--- src/rtl/joystick_byte_decode_drive_mixer_macros.svh ---
// Assertion macros for the joystick byte decode drive mixer.
// Used by the top level only; each macro expects clk and rst_n in scope.
`ifndef JOYSTICK_BYTE_DECODE_DRIVE_MIXER_MACROS_SVH
`define JOYSTICK_BYTE_DECODE_DRIVE_MIXER_MACROS_SVH

// Same-cycle implication, checked out of reset.
`define JBD_ASSERT_IMP(lbl, ante, cons) \
  lbl: assert property (@(posedge clk) disable iff (!rst_n) (ante) |-> (cons)) \
    else $error("jbd assertion failed");

// Next-cycle implication, checked out of reset.
`define JBD_ASSERT_NXT(lbl, ante, cons) \
  lbl: assert property (@(posedge clk) disable iff (!rst_n) (ante) |=> (cons)) \
    else $error("jbd assertion failed");

`endif

--- src/rtl/jbd_pkg.sv ---
// Shared types, codes and helpers for the joystick byte decode drive mixer.
// No dependencies.
package jbd_pkg;

  localparam int unsigned BYTE_W   = 8;
  localparam int unsigned NIB_W    = 4;
  localparam int unsigned BTN_W    = 2;
  localparam int unsigned CFG_W    = 8;
  localparam int unsigned CFG_IDX_W = 2;
  localparam int unsigned DUTY_W   = 16;
  localparam int unsigned EFFORT_W = 10;  // y +/- x spans -256..255
  localparam int unsigned MAG_W    = 9;   // magnitudes up to 256

  localparam logic [CFG_W-1:0] DUTY_GAIN_RST  = 8'd120;
  localparam logic [CFG_W-1:0] DEAD_BAND_RST  = 8'd5;
  localparam logic [CFG_W-1:0] ACT_THRESH_RST = 8'd20;

  typedef enum logic [2:0] {
    TAG_X_HI   = 3'd0,
    TAG_X_LO   = 3'd1,
    TAG_Y_HI   = 3'd2,
    TAG_Y_LO   = 3'd3,
    TAG_SW_A   = 3'd4,
    TAG_SW_B   = 3'd5,
    TAG_BUTTON = 3'd6,
    TAG_UNUSED = 3'd7
  } tag_t;

  typedef enum logic [CFG_IDX_W-1:0] {
    REG_DUTY_GAIN  = 2'd0,
    REG_DEAD_BAND  = 2'd1,
    REG_ACT_THRESH = 2'd2
  } cfg_reg_t;

  // Decoded stick state handed from the decoder to the mixer.
  typedef struct packed {
    logic signed [BYTE_W-1:0] x;
    logic signed [BYTE_W-1:0] y;
    logic                     stop_btn;
  } stick_t;

  function automatic logic [MAG_W-1:0] abs_axis(input logic signed [BYTE_W-1:0] v);
    logic signed [MAG_W-1:0] w;
    w = MAG_W'(v);
    abs_axis = w[MAG_W-1] ? MAG_W'(-w) : MAG_W'(w);
  endfunction

endpackage

--- src/rtl/joystick_byte_decode_drive_mixer.sv ---
// Top level of the joystick byte decode drive mixer: handshake, config
// registers, differential mix and result register. Depends on jbd_pkg,
// jbd_decode, jbd_side and the assertion macro header.
//
// Usage:
//   in_*  : one link byte per transfer (valid/ready). Bits 7..5 tag the field,
//           bits 3..0 carry the nibble; bit 4 is ignored.
//   out_* : one result per input byte, the four PWM compare counts.
//   cfg_* : register writes (gain, deadband, activation threshold); always
//           ready. Write only while the block is idle.
// Timing: an accepted byte updates the stored stick state as it is taken; its
//   result is then loaded into the output register when the output is free.
//   Throughput is one byte per cycle unless the output stalls: the stored stick
//   state is the input stage and the output register the result stage, with one
//   short path of two narrow adds, compares and two 8x9 multipliers between them.
// Stall: while a result waits on out_ready, one more byte is still taken into
//   the input stage; in_ready drops only when both stages are full.
// Reset: stick nibbles and buttons clear to zero, config returns to its
//   default values, and both stages empty.
`include "joystick_byte_decode_drive_mixer_macros.svh"

module joystick_byte_decode_drive_mixer (
  input  logic                                clk,
  input  logic                                rst_n,
  input  logic                                in_valid,
  output logic                                in_ready,
  input  logic [jbd_pkg::BYTE_W-1:0]          in_rx_byte,
  output logic                                out_valid,
  input  logic                                out_ready,
  output logic [jbd_pkg::DUTY_W-1:0]          out_left_forward_duty,
  output logic [jbd_pkg::DUTY_W-1:0]          out_left_reverse_duty,
  output logic [jbd_pkg::DUTY_W-1:0]          out_right_forward_duty,
  output logic [jbd_pkg::DUTY_W-1:0]          out_right_reverse_duty,
  input  logic                                cfg_valid,
  output logic                                cfg_ready,
  input  logic [jbd_pkg::CFG_IDX_W-1:0]       cfg_index,
  input  logic [jbd_pkg::CFG_W-1:0]           cfg_data
);

  // Config registers
  logic [jbd_pkg::CFG_W-1:0] gain_r, gain_nxt;
  logic [jbd_pkg::CFG_W-1:0] dead_r, dead_nxt;
  logic [jbd_pkg::CFG_W-1:0] thresh_r, thresh_nxt;

  assign cfg_ready = 1'b1;

  always_comb begin
    gain_nxt   = gain_r;
    dead_nxt   = dead_r;
    thresh_nxt = thresh_r;
    if (cfg_valid) begin
      unique case (cfg_index)
        jbd_pkg::REG_DUTY_GAIN:  gain_nxt   = cfg_data;
        jbd_pkg::REG_DEAD_BAND:  dead_nxt   = cfg_data;
        jbd_pkg::REG_ACT_THRESH: thresh_nxt = cfg_data;
        default: ;  // drop writes past the register list
      endcase
    end
  end

  always_ff @(posedge clk) begin
    if (!rst_n) begin
      gain_r   <= jbd_pkg::DUTY_GAIN_RST;
      dead_r   <= jbd_pkg::DEAD_BAND_RST;
      thresh_r <= jbd_pkg::ACT_THRESH_RST;
    end else begin
      gain_r   <= gain_nxt;
      dead_r   <= dead_nxt;
      thresh_r <= thresh_nxt;
    end
  end

  // Pipeline control: input stage (stick state) then result register.
  logic s1_valid_r, s1_valid_nxt;
  logic out_valid_r, out_valid_nxt;
  logic advance;
  logic in_xfer;

  assign advance  = !out_valid_r || out_ready;
  assign in_ready = !s1_valid_r || advance;
  assign in_xfer  = in_valid && in_ready;

  always_comb begin
    s1_valid_nxt  = s1_valid_r;
    out_valid_nxt = out_valid_r;
    if (advance) begin
      out_valid_nxt = s1_valid_r;
      s1_valid_nxt  = 1'b0;
    end
    if (in_xfer) begin
      s1_valid_nxt = 1'b1;
    end
  end

  always_ff @(posedge clk) begin
    if (!rst_n) begin
      s1_valid_r  <= 1'b0;
      out_valid_r <= 1'b0;
    end else begin
      s1_valid_r  <= s1_valid_nxt;
      out_valid_r <= out_valid_nxt;
    end
  end

  // Stick state: advances only on an input transfer, so it always matches
  // the byte held in the input stage.
  jbd_pkg::stick_t stick;

  jbd_decode u_decode (
    .clk     (clk),
    .rst_n   (rst_n),
    .load    (in_xfer),
    .rx_byte (in_rx_byte),
    .stick   (stick)
  );

  // Mix: enable on either axis reaching the threshold, unless stop button set.
  logic [jbd_pkg::MAG_W-1:0]           mag_x;
  logic [jbd_pkg::MAG_W-1:0]           mag_y;
  logic [jbd_pkg::MAG_W-1:0]           thresh_ext;
  logic                                active;
  logic signed [jbd_pkg::EFFORT_W-1:0] x_ext;
  logic signed [jbd_pkg::EFFORT_W-1:0] y_ext;
  logic signed [jbd_pkg::EFFORT_W-1:0] left_effort;
  logic signed [jbd_pkg::EFFORT_W-1:0] right_effort;

  assign mag_x       = jbd_pkg::abs_axis(stick.x);
  assign mag_y       = jbd_pkg::abs_axis(stick.y);
  assign thresh_ext  = jbd_pkg::MAG_W'(thresh_r);
  assign active      = ((mag_x >= thresh_ext) || (mag_y >= thresh_ext)) && !stick.stop_btn;
  assign x_ext       = jbd_pkg::EFFORT_W'(stick.x);
  assign y_ext       = jbd_pkg::EFFORT_W'(stick.y);
  assign left_effort  = y_ext + x_ext;
  assign right_effort = y_ext - x_ext;

  logic [jbd_pkg::DUTY_W-1:0] lf_duty, lr_duty, rf_duty, rr_duty;

  jbd_side u_left (
    .enable    (active),
    .effort    (left_effort),
    .gain      (gain_r),
    .dead_band (dead_r),
    .fwd_duty  (lf_duty),
    .rev_duty  (lr_duty)
  );

  jbd_side u_right (
    .enable    (active),
    .effort    (right_effort),
    .gain      (gain_r),
    .dead_band (dead_r),
    .fwd_duty  (rf_duty),
    .rev_duty  (rr_duty)
  );

  // Result register: load when the input stage hands over, hold on stall.
  logic [jbd_pkg::DUTY_W-1:0] lf_r, lr_r, rf_r, rr_r;
  logic [jbd_pkg::DUTY_W-1:0] lf_nxt, lr_nxt, rf_nxt, rr_nxt;
  logic                       load_out;

  assign load_out = advance && s1_valid_r;
  assign lf_nxt   = load_out ? lf_duty : lf_r;
  assign lr_nxt   = load_out ? lr_duty : lr_r;
  assign rf_nxt   = load_out ? rf_duty : rf_r;
  assign rr_nxt   = load_out ? rr_duty : rr_r;

  always_ff @(posedge clk) begin
    lf_r <= lf_nxt;
    lr_r <= lr_nxt;
    rf_r <= rf_nxt;
    rr_r <= rr_nxt;
  end

  assign out_valid              = out_valid_r;
  assign out_left_forward_duty  = lf_r;
  assign out_left_reverse_duty  = lr_r;
  assign out_right_forward_duty = rf_r;
  assign out_right_reverse_duty = rr_r;

  // Checks
  `JBD_ASSERT_IMP(a_left_one_dir, out_valid && (lf_r != '0), lr_r == '0)
  `JBD_ASSERT_IMP(a_right_one_dir, out_valid && (rf_r != '0), rr_r == '0)
  `JBD_ASSERT_NXT(a_handover, s1_valid_r && advance, out_valid_r)
  `JBD_ASSERT_NXT(a_stop_zero, load_out && stick.stop_btn, {lf_r, lr_r, rf_r, rr_r} == '0)

endmodule

--- src/rtl/jbd_decode.sv ---
// Link byte decoder: tag decode and stored stick nibbles / button bits.
// Depends on jbd_pkg.
module jbd_decode (
  input  logic                          clk,
  input  logic                          rst_n,
  input  logic                          load,
  input  logic [jbd_pkg::BYTE_W-1:0]    rx_byte,
  output jbd_pkg::stick_t               stick
);

  logic [jbd_pkg::NIB_W-1:0] x_hi_r, x_hi_nxt;
  logic [jbd_pkg::NIB_W-1:0] x_lo_r, x_lo_nxt;
  logic [jbd_pkg::NIB_W-1:0] y_hi_r, y_hi_nxt;
  logic [jbd_pkg::NIB_W-1:0] y_lo_r, y_lo_nxt;
  logic [jbd_pkg::BTN_W-1:0] btn_r, btn_nxt;
  logic [jbd_pkg::NIB_W-1:0] nib;
  jbd_pkg::tag_t             tag;

  assign nib = rx_byte[jbd_pkg::NIB_W-1:0];
  assign tag = jbd_pkg::tag_t'(rx_byte[7:5]);

  always_comb begin
    x_hi_nxt = x_hi_r;
    x_lo_nxt = x_lo_r;
    y_hi_nxt = y_hi_r;
    y_lo_nxt = y_lo_r;
    btn_nxt  = btn_r;
    if (load) begin
      unique case (tag)
        jbd_pkg::TAG_X_HI:   x_hi_nxt = nib;
        jbd_pkg::TAG_X_LO:   x_lo_nxt = nib;
        jbd_pkg::TAG_Y_HI:   y_hi_nxt = nib;
        jbd_pkg::TAG_Y_LO:   y_lo_nxt = nib;
        jbd_pkg::TAG_BUTTON: btn_nxt  = rx_byte[jbd_pkg::BTN_W-1:0];
        jbd_pkg::TAG_SW_A,
        jbd_pkg::TAG_SW_B,
        jbd_pkg::TAG_UNUSED: ;  // drop: no stored field
      endcase
    end
  end

  always_ff @(posedge clk) begin
    if (!rst_n) begin
      x_hi_r <= '0;
      x_lo_r <= '0;
      y_hi_r <= '0;
      y_lo_r <= '0;
      btn_r  <= '0;
    end else begin
      x_hi_r <= x_hi_nxt;
      x_lo_r <= x_lo_nxt;
      y_hi_r <= y_hi_nxt;
      y_lo_r <= y_lo_nxt;
      btn_r  <= btn_nxt;
    end
  end

  assign stick.x        = $signed({x_hi_r, x_lo_r});
  assign stick.y        = $signed({y_hi_r, y_lo_r});
  assign stick.stop_btn = btn_r[0];

endmodule

--- src/rtl/jbd_side.sv ---
// One drive side: deadband test and gain multiply into forward/reverse counts.
// Depends on jbd_pkg.
module jbd_side (
  input  logic                                 enable,
  input  logic signed [jbd_pkg::EFFORT_W-1:0]  effort,
  input  logic [jbd_pkg::CFG_W-1:0]            gain,
  input  logic [jbd_pkg::CFG_W-1:0]            dead_band,
  output logic [jbd_pkg::DUTY_W-1:0]           fwd_duty,
  output logic [jbd_pkg::DUTY_W-1:0]           rev_duty
);

  logic signed [jbd_pkg::EFFORT_W-1:0] db_pos;
  logic signed [jbd_pkg::EFFORT_W-1:0] db_neg;
  logic signed [jbd_pkg::EFFORT_W-1:0] neg_effort;
  logic [jbd_pkg::MAG_W-1:0]           mag;
  logic [jbd_pkg::MAG_W+jbd_pkg::CFG_W-1:0] prod;
  logic                                go_fwd;
  logic                                go_rev;

  assign db_pos     = $signed(jbd_pkg::EFFORT_W'(dead_band));
  assign db_neg     = -db_pos;
  assign neg_effort = -effort;
  assign mag        = effort[jbd_pkg::EFFORT_W-1] ? neg_effort[jbd_pkg::MAG_W-1:0]
                                                  : effort[jbd_pkg::MAG_W-1:0];
  assign prod       = gain * mag;
  assign go_fwd     = enable && (effort > db_pos);
  assign go_rev     = enable && (effort < db_neg);

  assign fwd_duty = go_fwd ? prod[jbd_pkg::DUTY_W-1:0] : '0;
  assign rev_duty = go_rev ? prod[jbd_pkg::DUTY_W-1:0] : '0;

endmodule

--- config.mk ---
export PLATFORM = sky130hd
export DESIGN_NAME = joystick_byte_decode_drive_mixer
export DESIGN_NICKNAME = d
export VERILOG_FILES = /design/src/rtl/jbd_pkg.sv /design/src/rtl/joystick_byte_decode_drive_mixer.sv /design/src/rtl/jbd_decode.sv /design/src/rtl/jbd_side.sv
export VERILOG_INCLUDE_DIRS = /design/src /design/src/rtl
export SDC_FILE = /design/constraint.sdc
export NUM_CORES = 1
export LEC_CHECK = 0
export BUFFER_PORTS_ARGS = -buffer_cell sky130_fd_sc_hd__buf_2
export CORE_AREA = 2 2 147 149
export DETAILED_ROUTE_END_ITERATION = 6
export DIE_AREA = 0 0 149 151
export HOLD_SLACK_MARGIN = 0.12
export PLACE_DENSITY_LB_ADDON = 0.15
export SETUP_SLACK_MARGIN = 0.1
export SYNTH_ARGS = -nofsm -noshare
export SYNTH_HDL_FRONTEND = slang
export SYNTH_HIERARCHICAL = 1
export SYNTH_SLANG_ARGS = --single-unit
export TNS_END_PERCENT = 50
--- constraint.sdc ---
create_clock -name clk -period 12.8 [get_ports clk]
set_input_delay 1.28 -clock clk [delete_from_list [all_inputs] [get_ports clk]]
set_output_delay 1.28 -clock clk [all_outputs]
set_load 0.02 [all_outputs]
==> out/results.ini <==
[cells_and_area]
n_antenna_cell = 0
final_layout_size_suffix_gt1_share_pct = 11.7
n_fill_cell = 1856
stdcell_count = 1544
nets = 1513
area_growth_pct = 8.80

[timing]
worst_hold_slack_ns = 0.496
hold_viol = 0
period_share_pct = 56.0
fin_worst_skew_ns = 0.0182
fin_setup_tns_ns = 0
period_minus_slack_ns = 7.17
slew_headroom_pct = 29.9
setup_viol = 0
slew_violations = 0
max_freq_ghz = 0.140
worst_slew_pin_slew_ns = 1.04
rsz0062_at_grt = false

[synthesis]
synth.cell_area_um2 = 11300
yosys.area.top_type = edfxtp_1
postSynthAreaPerCell_um2 = 9.60
netlist_top_cells_count = inv_1 (165), ha_1 (142), nor2b_1 (134)
yosysWarningCount = 6
yosys.cell_count.top_type = inv_1
synth_edf_count = 64
synth_cell_types = 74
seq_area_frac_synth_pct = 24.6
synth_top_family_by_area = adder cells
async_flop_share_pct = 0
synth_top_area_share_pct = 17.0
synth-simple-area-share_pct = 19.6
synthAdderAreaFrac_pct = 30.5
synthCells = 1181
syn-num-nets = 1430
synth-compound-area-share_pct = 9.21
ys.flop_type = edfxtp_1
synth-xor-area-share_pct = 5.85
synth_seq_cells = 107
synth_area_leaders = edfxtp_1 (17%), ha_1 (16%), fa_1 (15%)
synth_mux_area_share_pct = 3.62

[detailed_routing]
post_drt_wl_per_cell_um = 14.9
drt-total-wl_um = 23000
postRouteAntennaNets = 0
wl_met1_um = 11000
drt_pass1_iterations = 4
via_per_inst = 5.24
drtIter0Drc = 455
top_layer = met4
vias = 8083
wl_met2_um = 10900
wl_met3_um = 883
drc = 0

[cts]
ctsHtreeMaxLevel = 3
post-cts-setup-buffers = 0
cts_buffers = 9
clock-sinks = 107
clock_path_buffers = 2
cts_tree = yes
ctsRootBufferMaster = clkbuf_16
cts_hold_buf = 0
path_clk_slew_ns = 0.08
cts.repair.resized = 0
worstSkewPairLatency_ns = 0.36

[pwr]
p_total_mw = 1.54
p_per_area_nw_per_um2 = 125
vdd_drop_max_mv = 0.128
p_leak_nw = 5.65

[worst_setup_path]
critical-path-slowest-cell = xnor2_1
end_kind = register
rrSetupSlack_ns = 5.63
arrival_ns = 7.24
critPathMaxStageDelay_ns = 0.60
crit_path_frequent_cell = fa_1
path_max_fanout = 8
crit_family = adder cells
r2r_end = out_right_forward_duty[15]$_DFFE_PP_
critical_path_class = reg -> reg
reg2regPathDepth = 26
cp_num_cells = 26
required_ns = 12.87
cp-startpoint = u_decode/y_lo_r[0]$_SDFFE_PN0P_
path_buf_inv = 4
cp-start-kind = register
r2r_start = u_decode/y_lo_r[0]$_SDFFE_PN0P_
cp-endpoint = out_right_forward_duty[15]$_DFFE_PP_

[grt]
grt_usage_pct = 21.4
grt_max_degree = 65
grt_pass1_vias = 7838
antenna_found_initial = 0
grt_pass1_wl_um = 38500
grt_remaining_overflow = 0

[min_path]
hp-class = reg -> reg
min_delay_path_depth = 2

[die]
coreArea_um2 = 20800
initial_core_util_pct = 54.4
die_h_um = 151
fp.dieW_um = 149
die_area_um2 = 22500
io_pins = 90
fp-row-count = 53

[place]
place_congestion = 0.911
dp_cells = 1528
io_buffers = 87
dp.final_hpwl_um = 17900

[job]
drv_cap = 0

[run_status]
status = finished clean

==> cell type report <==
cell class                 count  area (um^2)  area share [%]
clock buffer                   9          225            1.83
clock inverter                 7         75.1           0.609
inverter                     166          623            5.05
multi-input combinational    888         7810            63.3
sequential                   107         2780            22.6
tap                          275          344            2.79
timing repair buffer          92          473            3.84
==> through the flow <==
| stage | instance area [um^2] | setup WS (ns) | util [%] |
|---|---|---|---|
| after global routing | 12300 | 5.20 | 59.2 |
| after global placement | 12000 | 5.77 | 57.8 |
| final | 12300 | 5.63 | 59.2 |
| after CTS | 12300 | 5.67 | 59.2 |
| after floorplan | 11300 | 6.23 | - |
| after detailed placement | 12000 | 5.75 | 57.8 |
==> tightest hold or removal path, stage by stage, from the launching register on <==
cell,delay (ns)
dfxtp_1,0.32
nand2_1,0.07
mux2i_1,0.06
==> power breakdown <==
| group | switching, mW | leakage [nW] | internal, mW |
|---|---|---|---|
| combinational | 0.514 | 4.56 | 0.343 |
| sequential | 0.0115 | 0.937 | 0.384 |
| clock | 0.137 | 0.152 | 0.146 |
==> placed cells by master (no fill, tap or decap), types with 4 or more instances in the layout <==
master     instances
xnor2_1           54
a211oi_1          12
nand2b_1          29
a31oi_1            4
nor2b_1          133
a21o_1            13
ha_1             142
nor2_4             4
nand4_1            5
nor2_2             6
o21ai_1            4
or3_1              8
o211ai_1           6
buf_2             87
nand3_1           14
o21a_1             8
clkbuf_16          9
nand2_1           59
dfxtp_1           43
o31ai_1            7
buf_4              5
nor3_1            12
fa_1              84
o21ai_0           22
mux2i_1           41
xor2_1            18
inv_1            165
and2_1            15
a21oi_1           28
nor2_1            92
edfxtp_1          64
==> how the worst min path moves through the flow <==
stage,startpoint,end
floorplan,u_decode/btn_r[0]$_SDFFE_PN0P_,u_decode/btn_r[0]$_SDFFE_PN0P_
global placement,u_decode/btn_r[0]$_SDFFE_PN0P_,u_decode/btn_r[0]$_SDFFE_PN0P_
detailed placement,u_decode/btn_r[0]$_SDFFE_PN0P_,u_decode/btn_r[0]$_SDFFE_PN0P_
CTS,u_decode/btn_r[0]$_SDFFE_PN0P_,u_decode/btn_r[0]$_SDFFE_PN0P_
global route,u_decode/btn_r[0]$_SDFFE_PN0P_,u_decode/btn_r[0]$_SDFFE_PN0P_
finish,u_decode/btn_r[0]$_SDFFE_PN0P_,u_decode/btn_r[0]$_SDFFE_PN0P_
==> routing by layer <==
layer / track usage, % / up-vias
li1: - / 4083
met1: 28.6 / 3826
met2: 37.3 / 159
met3: 3.13 / 15
met4: 4.43 / 0
met5: 0 / -
==> registers in the layout (all words and copies together), names as in the netlist, 8 cells and up <==
signal and flops:
gain_r 8, thresh_r 8, out_left_forward_duty 16, dead_r 8
out_right_forward_duty 16, out_left_reverse_duty 16, out_right_reverse_duty 16
==> cells by family (layout without fill, tap and decap cells) <==
logic type	count (synthesis)	after routing
AND/OR/NAND/NOR	406	406
adder cells (fa/ha/maj)	226	226
buffers and inverters	186	274
AO/OA/AOI/OAI	140	140
flip-flops	107	107
XOR/XNOR	74	74
multiplexers	41	41
other	1	1
Power figures use the tool's default switching activity.
